<file path="config.mk">
export PLATFORM = sky130hd
export DESIGN_NAME = pai_ram
export DESIGN_NICKNAME = d
export VERILOG_FILES = /design/src/rtl/pai_ram.sv
export SDC_FILE = /design/constraint.sdc
export NUM_CORES = 2
export LEC_CHECK = 0
export ABC_CLOCK_PERIOD_IN_PS = 5150
export BUFFER_PORTS_ARGS = -buffer_cell sky130_fd_sc_hd__buf_2
export CAP_MARGIN = 20
export CORE_ASPECT_RATIO = 1.75
export CORE_UTILIZATION = 35
export DETAILED_ROUTE_END_ITERATION = 10
export HOLD_SLACK_MARGIN = 0.15
export PLACE_DENSITY_LB_ADDON = 0.25
export SLEW_MARGIN = 40
export SYNTH_ARGS = -nofsm -noshare
export SYNTH_HDL_FRONTEND = slang
export SYNTH_SLANG_ARGS = --single-unit
</file>
<file path="constraint.sdc">
create_clock -name clk -period 5.15 [get_ports clk]
set_input_delay 0.515 -clock clk [delete_from_list [all_inputs] [get_ports clk]]
set_output_delay 0.515 -clock clk [all_outputs]
set_load 0.02 [all_outputs]
</file>
<file path="src/rtl/pai_ram.sv">
// Generic simple dual-port RAM: one write port, one read port with registered data.
// No dependencies.
`default_nettype none

module pai_ram #(
  parameter int WIDTH = 32,
  parameter int DEPTH = 64
) (
  input  wire logic                     clk,
  input  wire logic                     we,
  input  wire logic [$clog2(DEPTH)-1:0] waddr,
  input  wire logic [WIDTH-1:0]         wdata,
  input  wire logic [$clog2(DEPTH)-1:0] raddr,
  output logic      [WIDTH-1:0]         rdata
);

  logic [WIDTH-1:0] mem [DEPTH];

  // Write and registered read; a read of the address being written returns old data.
  always_ff @(posedge clk) begin
    if (we) begin
      mem[waddr] <= wdata;
    end
    rdata <= mem[raddr];
  end

endmodule

`default_nettype wire

</file>
==> impl_metrics.tcl <==
set metrics [dict create \
    intPower_mw 26.9 \
    synth_cell_types 34 \
    area_growth_pct 14.9 \
    cp-end-kind "flip-flop" \
    nFillCells 19200 \
    drive_gt1_frac 0.312 \
    num_vias 36500 \
    port_buffers 77 \
    clkPwrFrac 0.397 \
    postCtsHoldBufs 0 \
    grt.overflow.total 0 \
    ir_drop_mv 0.230 \
    hpwl_mm 138 \
    syn_area_per_cell_sq_um 23.6 \
    seq_area_frac_synth 0.791 \
    critPathRequiredTime_ps 5800 \
    grt_usage 0.198 \
    drv_cap 0 \
    routed_wl_mm 224 \
    grt_pass1_wl_mm 312 \
    synthesis.nets 3370 \
    gp_congestion 0.812 \
    status "finished clean" \
    drtIter0Drc 3517 \
    ios 78 \
    viasPerCell 5.48 \
    cts_resized 0 \
    post-route-period-util 0.606 \
    p_seq_frac 0.547 \
    switching_share 0.218 \
    place_ws_ps 1370 \
    fin_crit_ps 3120 \
    setup_viol 0 \
    slew_viol_final 0 \
    worstPathMaxFanout 55 \
    dr.pass1.iters 5 \
    core_sq_mm 0.223 \
    power_frac_comb 0.057 \
    ant_nets 0 \
    grt_pass1_vias 38300 \
    worst_slack_ps 2030 \
    fmax_mhz 320 \
    powerDensity_mw_per_mm2 382 \
    switchingPower_mw 7.52 \
    route.detailed.drc 0 \
    skew_ps 36.7 \
    antenna_found_initial 23 \
    fin_cells 6660 \
    final_cell_mix "2048 x edfxtp_1, 544 x mux4_2, 186 x clkbuf_16" \
    hold_viol_final 0 \
    cp-start-kind "input port" \
    die_y_um 629 \
    netlist_instances 3324 \
    max_slew_margin 0.332 \
    htreeDepth 4 \
    clkTransAtPathRegs_ps 70 \
    p_leak_nw 27.8 \
    mappedNetlistArea_sq_mm 0.0785 \
    ctsRootBufferMaster "clkbuf_16" \
    wl_per_cell_um 33.6 \
    cts_setup_buffers 0 \
    start_util 0.353 \
    die_w_um 360 \
    ys.warnings.count 0 \
    grt_setup_unrepaired "false" \
    clock_latency_ps 820 \
    num-nets-final 3665 \
    clk_path_buf_depth 4 \
    path_class "input port to flip-flop" \
    rows 229 \
    mostFrequentLayoutCell "edfxtp_1" \
    cts_tree "yes" \
    critPathArrivalTime_ps 3770 \
    fin_tns_setup_ps 0 \
    grt_start_max_net_pins 86 \
    tightest_slew_ps 1000 \
    synth_seq_cells 2080 \
    dieArea_sq_mm 0.226 \
    numCtsBuffers 182 \
    hold_class "input port to flip-flop" \
    dp_cells 6311 \
    cts_sinks 2080 \
]
metal layers:
metal / GRT usage / wire (um)
met5: 0 / 90
met3: 0.0256 / 12100
met1: 0.238 / 82200
met4: 0.0838 / 11200
met2: 0.355 / 118000
power by group through the flow:
stage / registers, mW / clock network, mW / logic (mW)
6_report: 18.8 / 13.7 / 1.95
3_5_place_dp: 19.2 / 0 / 1.98
3_3_place_gp: 19.2 / 0 / 1.95
2_1_floorplan: 19.2 / 0 / 0.911
4_1_cts: 18.8 / 14.0 / 1.98
5_1_grt: 18.8 / 14.5 / 2.04
path summary, 6_finish.rpt:
check	to	cells after the start	start	slack (ps)
hold / removal	mem[60][6]	2	wdata[6]	190
hold reg to reg	rdata[20]	4	mem[12][20]	760
setup reg to reg	rdata[27]	4	mem[3][27]	2900
setup / recovery	rdata[4]	8	raddr[2]	2030
sequential cells by signal (all words and copies together) (netlist names):
name,cells
mem,2048
rdata,32
worst max-delay path: stages:
cell     delay [ps]
buf_8           370
buf_4           680
buf_4           420
mux4_2          370
mux2i_1         160
nor2_1           90
o32ai_1         750
nor3_1          160
Yosys cell counts:
master | instances | area, sq um
nand4_1 | 2 | 12.5
o32ai_1 | 4 | 35.0
and3_1 | 4 | 25.0
nand3b_1 | 5 | 37.5
buf_4 | 25 | 188
mux4_2 | 544 | 12300
nand4b_1 | 1 | 8.76
o22ai_1 | 84 | 526
a311oi_1 | 8 | 70.1
or2_1 | 1 | 6.26
nand2b_1 | 8 | 50.1
buf_1 | 21 | 78.8
clkbuf_1 | 74 | 278
nor2b_1 | 15 | 93.8
or3_1 | 3 | 18.8
nand2_1 | 26 | 97.6
a31oi_1 | 1 | 6.26
or3b_1 | 2 | 17.5
nand3_1 | 5 | 25.0
nor2_1 | 137 | 514
dfxtp_1 | 32 | 641
or2_2 | 1 | 6.26
or2_0 | 1 | 6.26
a41o_1 | 4 | 40.0
buf_6 | 5 | 56.3
and2_1 | 2 | 12.5
o221ai_1 | 27 | 236
a21oi_1 | 62 | 310
nor3_1 | 7 | 35.0
buf_2 | 57 | 285
mux2i_1 | 93 | 931
edfxtp_1 | 2048 | 61500
a22oi_1 | 12 | 90.1
or3b_2 | 3 | 26.3
cell type report:
cell class	count	area, sq um	area share
flip-flops and latches	2080	62100	0.689
diodes	10	25.0	0.000277
repair buffers	293	2660	0.0294
clock inverters	95	903	0.0100
well taps	2887	3610	0.0400
clock buffers	233	4880	0.0541
multi-input cells	1062	16000	0.177
per-stage QoR:
step	hold slack [ps]	utilization	instance area (sq um)	total power, mW
floorplan	614	-	78500	20.1
global placement	701	0.376	83600	21.2
detailed placement	744	0.378	84200	21.2
CTS	227	0.404	90000	34.8
global route	174	0.405	90200	35.3
finish	192	0.405	90200	34.4
kinds of logic (layout without fill, tap and decap cells):
kind of cell,Yosys count,in the layout,share of synthesized area
other,0,10,0
AOI/OAI and AO/OA,202,202,0.0167
muxes,637,637,0.168
and+or+nand+nor,223,223,0.0127
buffers and inverters,182,621,0.0113
DFF,2080,2080,0.791
No activity file was read; power rests on OpenSTA's default activity.
