[config.mk]
export PLATFORM = sky130hd
export DESIGN_NAME = pai_ctrl
export DESIGN_NICKNAME = d
export VERILOG_FILES = /design/src/rtl/pai_pkg.sv /design/src/rtl/pai_ctrl.sv
export SDC_FILE = /design/constraint.sdc
export NUM_CORES = 1
export LEC_CHECK = 0
export ABC_AREA = 1
export BUFFER_PORTS_ARGS = -buffer_cell sky130_fd_sc_hd__clkbuf_2
export CORE_ASPECT_RATIO = 0.6
export CORE_MARGIN = 5
export CORE_UTILIZATION = 44
export CTS_BUF_LIST = sky130_fd_sc_hd__clkbuf_8 sky130_fd_sc_hd__clkbuf_16
export DETAILED_ROUTE_END_ITERATION = 10
export HOLD_SLACK_MARGIN = 0.15
export PLACE_DENSITY = 0.77
export SYNTH_ARGS = -nofsm -noshare
export SYNTH_HDL_FRONTEND = slang
export SYNTH_SLANG_ARGS = --single-unit
[constraint.sdc]
create_clock -name clk -period 2.78 [get_ports clk]
set_input_delay 0.556 -clock clk [delete_from_list [all_inputs] [get_ports clk]]
set_output_delay 0.556 -clock clk [all_outputs]
set_load 0.01 [all_outputs]
[src/rtl/pai_pkg.sv]
// Package for the positional insert/delete list.
// Holds the list depth, field widths, action and status codes and the shared structs.
// No dependencies.
`default_nettype none

package pai_pkg;

  // List geometry and field widths.
  localparam int DEPTH  = 64;
  localparam int ADDR_W = $clog2(DEPTH);
  localparam int CNT_W  = 7;
  localparam int DATA_W = 32;
  localparam int ACT_W  = 2;
  localparam int ST_W   = 2;

  // Action codes carried by an input word.
  localparam logic [ACT_W-1:0] ACT_TRAVERSE = 2'd0;
  localparam logic [ACT_W-1:0] ACT_INSERT   = 2'd1;
  localparam logic [ACT_W-1:0] ACT_DELETE   = 2'd2;

  // Status codes carried by an output word.
  localparam logic [ST_W-1:0] ST_OK     = 2'd0;
  localparam logic [ST_W-1:0] ST_FULL   = 2'd1;
  localparam logic [ST_W-1:0] ST_BADPOS = 2'd2;
  localparam logic [ST_W-1:0] ST_EMPTY  = 2'd3;

  // One output word, as built by the sequencer.
  typedef struct packed {
    logic [ST_W-1:0]          status;
    logic signed [DATA_W-1:0] element;
    logic [CNT_W-1:0]         count;
    logic                     last;
  } result_t;

  // Request to load the output register.
  typedef struct packed {
    logic    load;
    result_t res;
  } res_load_t;

  // Element memory access for one cycle.
  typedef struct packed {
    logic              we;
    logic [ADDR_W-1:0] waddr;
    logic [DATA_W-1:0] wdata;
    logic [ADDR_W-1:0] raddr;
  } ram_req_t;

endpackage

`default_nettype wire

[src/rtl/pai_ctrl.sv]
// Sequencer of the insert/delete list: checks each action, walks the shared index
// counter over the element memory one move at a time and builds the output words.
// Depends on pai_pkg.
`default_nettype none

module pai_ctrl
  import pai_pkg::*;
(
  input  wire logic                     clk,
  input  wire logic                     rst,
  input  wire logic                     in_valid,
  output logic                          in_ready,
  input  wire logic [ACT_W-1:0]         action,
  input  wire logic [CNT_W-1:0]         position,
  input  wire logic signed [DATA_W-1:0] value,
  input  wire logic                     out_free,
  output res_load_t                     res,
  output ram_req_t                      ram,
  input  wire logic [DATA_W-1:0]        rd_data
);

  typedef enum logic [3:0] {
    IDLE, INS_RD, INS_WR, DEL_RD, DEL_WR, TR_RD, TR_DATA, REPLY
  } state_t;

  state_t            state;
  logic [CNT_W-1:0]  count;
  logic [CNT_W-1:0]  idx;
  logic [CNT_W-1:0]  pos;
  logic [DATA_W-1:0] val;
  logic [ST_W-1:0]   rstat;

  logic [CNT_W-1:0]  idx_up;
  logic [CNT_W-1:0]  idx_dn;
  logic              accept;

  assign in_ready = (state == IDLE);
  assign accept   = in_valid && in_ready;
  assign idx_up   = idx + CNT_W'(1);
  assign idx_dn   = idx - CNT_W'(1);

  // Memory access and output word for the current step.
  always_comb begin
    ram       = '0;
    ram.raddr = idx[ADDR_W-1:0];
    res       = '0;
    unique case (state)
      INS_RD: begin
        if (idx == pos) begin
          ram.we    = 1'b1;
          ram.waddr = pos[ADDR_W-1:0];
          ram.wdata = val;
        end else begin
          ram.raddr = idx_dn[ADDR_W-1:0];
        end
      end
      INS_WR, DEL_WR: begin
        ram.we    = 1'b1;
        ram.waddr = idx[ADDR_W-1:0];
        ram.wdata = rd_data;
      end
      DEL_RD: begin
        ram.raddr = idx_up[ADDR_W-1:0];
      end
      TR_DATA: begin
        res.load        = out_free;
        res.res.status  = ST_OK;
        res.res.element = rd_data;
        res.res.count   = count;
        res.res.last    = (idx_up == count);
      end
      REPLY: begin
        res.load        = out_free;
        res.res.status  = rstat;
        res.res.element = '0;
        res.res.count   = count;
        res.res.last    = 1'b1;
      end
      default: begin
      end
    endcase
  end

  // State, count and working registers.
  always_ff @(posedge clk) begin
    if (rst) begin
      state <= IDLE;
      count <= '0;
    end else begin
      unique case (state)
        IDLE: begin
          if (accept) begin
            pos <= position;
            val <= value;
            unique case (action)
              ACT_TRAVERSE: begin
                if (count == '0) begin
                  rstat <= ST_EMPTY;
                  state <= REPLY;
                end else begin
                  idx   <= '0;
                  state <= TR_RD;
                end
              end
              ACT_INSERT: begin
                if (count == CNT_W'(DEPTH)) begin
                  rstat <= ST_FULL;
                  state <= REPLY;
                end else if (position > count) begin
                  rstat <= ST_BADPOS;
                  state <= REPLY;
                end else begin
                  idx   <= count;
                  state <= INS_RD;
                end
              end
              ACT_DELETE: begin
                if (position >= count) begin
                  rstat <= ST_BADPOS;
                  state <= REPLY;
                end else begin
                  idx   <= position;
                  state <= DEL_RD;
                end
              end
              default: begin
                rstat <= ST_OK;
                state <= REPLY;
              end
            endcase
          end
        end
        // Move elements up from the end until the gap reaches the position.
        INS_RD: begin
          if (idx == pos) begin
            count <= count + CNT_W'(1);
            rstat <= ST_OK;
            state <= REPLY;
          end else begin
            state <= INS_WR;
          end
        end
        INS_WR: begin
          idx   <= idx_dn;
          state <= INS_RD;
        end
        // Move elements down over the deleted one until the end.
        DEL_RD: begin
          if (idx_up == count) begin
            count <= count - CNT_W'(1);
            rstat <= ST_OK;
            state <= REPLY;
          end else begin
            state <= DEL_WR;
          end
        end
        DEL_WR: begin
          idx   <= idx_up;
          state <= DEL_RD;
        end
        // Stream the stored elements in order.
        TR_RD: begin
          state <= TR_DATA;
        end
        TR_DATA: begin
          if (out_free) begin
            idx   <= idx_up;
            state <= (idx_up == count) ? IDLE : TR_RD;
          end
        end
        REPLY: begin
          if (out_free) begin
            state <= IDLE;
          end
        end
        default: begin
          state <= IDLE;
        end
      endcase
    end
  end

endmodule

`default_nettype wire

==> impl_metrics.ini <==
[sta]
fin_crit_sh_pct = 99.4
skew_ns = 0.00663
rsz0062_at_grt = true
whs_ns = 0.393
fmax_mhz = 362
worst_pin_slew_ns = 0.646
finalHoldViolCount = 0
slew_violations = 0
slew_headroom_pct = 56.8
finalSetupViolCount = 0
fin_crit_ns = 2.76

[synthesis]
synth_cells = 536
synthesis.area_sq_mm = 0.00401
synth_nets = 632
synth_top_area_cell = edfxtp_1
avgSynthCellArea_sq_um = 7.48
synth_edf_count = 48
synthArstFlopShare_pct = 0
synth-warning-count = 0
ys_ff_latch = 58
netlist-cell-type-count = 39
seq_area_frac_synth_pct = 40.9
yosys.area.top_type_share_pct = 35.9
synth_area_leaders = edfxtp_1, nand2_1, inv_1
synth_top_flop_cell = edfxtp_1

[cts]
cts.clk_slew.worst_paths_ns = 0.06
cts.root.buffer_cell = clkbuf_16
cts_tree = yes
cts_made_buffers = 9
clock_path_buffers = 2
clock_sinks = 58
hold_buffers = 0
worst_skew_pair.late_latency_ns = 0.34
htreeDepth = 3

[finish]
multi_input_area_sq_mm = 0.00208
num-nets-final = 814
seq_area_sq_mm = 0.00164
area_growth_pct = 39.2
insertedDiodeCount = 0
fill_cells = 791
drive_gt1_share_pct = 34.9

[critical_path]
timing.rr.end = count[6]
path_class = flip-flop to output port
endpoint_kind = output port
cp.required_ns = 2.22
timing.rr.start = state[0]
cp_common_cell = nand2_1
worstPathMaxFanout = 4
path_cells = buf_4 > buf_4 > nand3_1 > nand2_1 > nand2_2 > nand2_1 > nand2_1 > nor2_2 > nand2_2 > o21ai_2 > buf_2
reg2reg_depth = 13
slowest_delay_ns = 0.48
crit_slowest_cell = edfxtp_1
critical_path_arrival_ns = 2.21
rrSetupSlack_ns = 0.28
critPathLaunchType = flip-flop

[power]
p_total_mw = 4.81
vdd_drop_max_mv = 0.428
powerDensity_mw_per_mm2 = 861
p_leak_nw = 2.80

[grt]
grt_pass1_wl_mm = 21.4
grt_pass1_vias = 4158
grt-ovfl-total = 0
grt_antenna_before_repair = 0
grt_usage_pct = 24.2
grt_max_degree = 40

[drt]
wl_mm = 14.6
wire_per_inst_um = 17.4
antenna_left = 0
route.vias.total = 4481
route.detailed.drc = 0
drt_iter0_markers = 472
vias_per_cell = 5.34
dr.pass1.iters = 6

[place]
place_congestion = 0.947
dp_hpwl_mm = 10.9
port_buffers = 165

[hold_path]
hold-path-endpoint = val[17]
hold_depth = 1
worstHoldStart = value[17]
min_path_type = input port to flip-flop

[flow_run]
maxCapViolations = 0

[floorplanning]
die_width_um = 133
io_pins = 166
die-area_sq_mm = 0.0112
rows = 27
start_util_pct = 44.5
fp.coreArea_sq_mm = 0.00902
die-height_um = 84.0

[status]
status = complete, no violations
==> sequential cells by signal, summed over array words and instances (netlist names) <==
name and cells:
val 32, count 7, idx 7, pos 7
state 3, rstat 2
==> cells in the final DEF, fill, tap and decap left out, drive strengths merged <==
cell,count
a22oi,1
o21a,1
nand4,6
a31oi,2
o21bai,1
edfxtp,48
dfxtp,10
o221ai,4
ha,18
nor3,7
o22ai,5
fa,1
or2,1
buf,36
xnor2,2
o21ai,53
nor2,72
o2111ai,1
bufinv,4
clkinv,3
a21oi,21
nor3b,1
nand2,137
xor2,13
inv,90
clkbuf,158
o211ai,6
nand3,21
==> power by group <==
group	total, mW	switching, mW	leakage (nW)	internal [mW]
registers	1.26	0.114	0.525	1.14
logic	2.18	1.43	2.09	0.750
clock network	1.38	0.415	0.177	0.965
total	4.81	1.95	2.80	2.86
==> timing repair <==
item                                    in CTS  in global routing
gates resized for setup                      4                 59
endpoints found under the setup margin       1                 36
gates cloned                                 0                  4
pin swaps                                    0                  7
setup buffers                                4                  6
==> cell usage after synthesis, types with 2 or more instances <==
master / count
nand2_1: 134
inv_1: 79
nor2_1: 67
edfxtp_1: 48
o21ai_0: 48
nand3_1: 20
ha_1: 18
a21oi_1: 16
xor2_1: 13
inv_2: 11
dfxtp_1: 10
buf_2: 6
clkbuf_1: 6
nand4_1: 6
nor3_1: 6
o211ai_1: 6
a21oi_2: 5
o22ai_1: 5
o21ai_1: 4
o221ai_1: 4
nor2_2: 3
a31oi_1: 2
nand2_2: 2
xnor2_1: 2
==> metal layers <==
| metal | global-route usage (%) | vias to the layer above | share of wire (%) |
|---|---|---|---|
| li1 | - | 2107 | - |
| met4 | 7.19 | 0 | 2.1 |
| met5 | 0 | - | 0 |
| met1 | 32.9 | 2055 | 42 |
| met2 | 35.2 | 279 | 44 |
| met3 | 9.82 | 40 | 12 |
==> area by class of cell <==
type,instances,area share (%)
flip-flops and latches,58,29.4
multi-input cells,374,37.2
inverters,90,6.23
well taps,116,2.60
clock buffers,9,4.03
clock inverters,7,2.53
repair buffers,185,18.1
==> kinds of logic after synthesis <==
group / after synthesis / share of synthesized area [%]
fa+ha+maj: 19 / 6.11
flops: 58 / 40.9
buf+inv: 105 / 10.7
xor+xnor: 15 / 3.28
simple gates: 244 / 25.3
compound gates: 95 / 13.7
==> stage by stage <==
stage	cell area [sq um]	setup TNS, ns	util, %	instances	worst slack (ns)
2_1_floorplan	4010	0	-	536	0.434
5_1_grt	5590	-1.10	61.9	839	-0.0749
3_5_place_dp	4950	0	54.9	809	0.242
4_1_cts	5360	0	59.4	829	0.0169
6_report	5590	0	61.9	839	0.0156
3_3_place_gp	4950	0	54.9	809	0.266
==> worst max-delay path by stage <==
stage	start	endpoint	slack, ns	cells after the start
after floorplan	state[0]	count[6]	0.43	13
after global placement	idx[0]	res[0]	0.27	11
after detailed placement	idx[0]	res[0]	0.24	10
after CTS	idx[0]	res[0]	0.02	10
after global routing	idx[0]	res[0]	-0.07	11
final	idx[0]	res[0]	0.02	11
==> worst max-delay path, delay by kind of cell, from the launching register on <==
family	cells	cell delay, ns
AOI/OAI and AO/OA	1	0.12
buffers and inverters	3	0.45
DFF	1	0.48
and+or+nand+nor	7	0.82
Power figures use the tool's default switching activity.
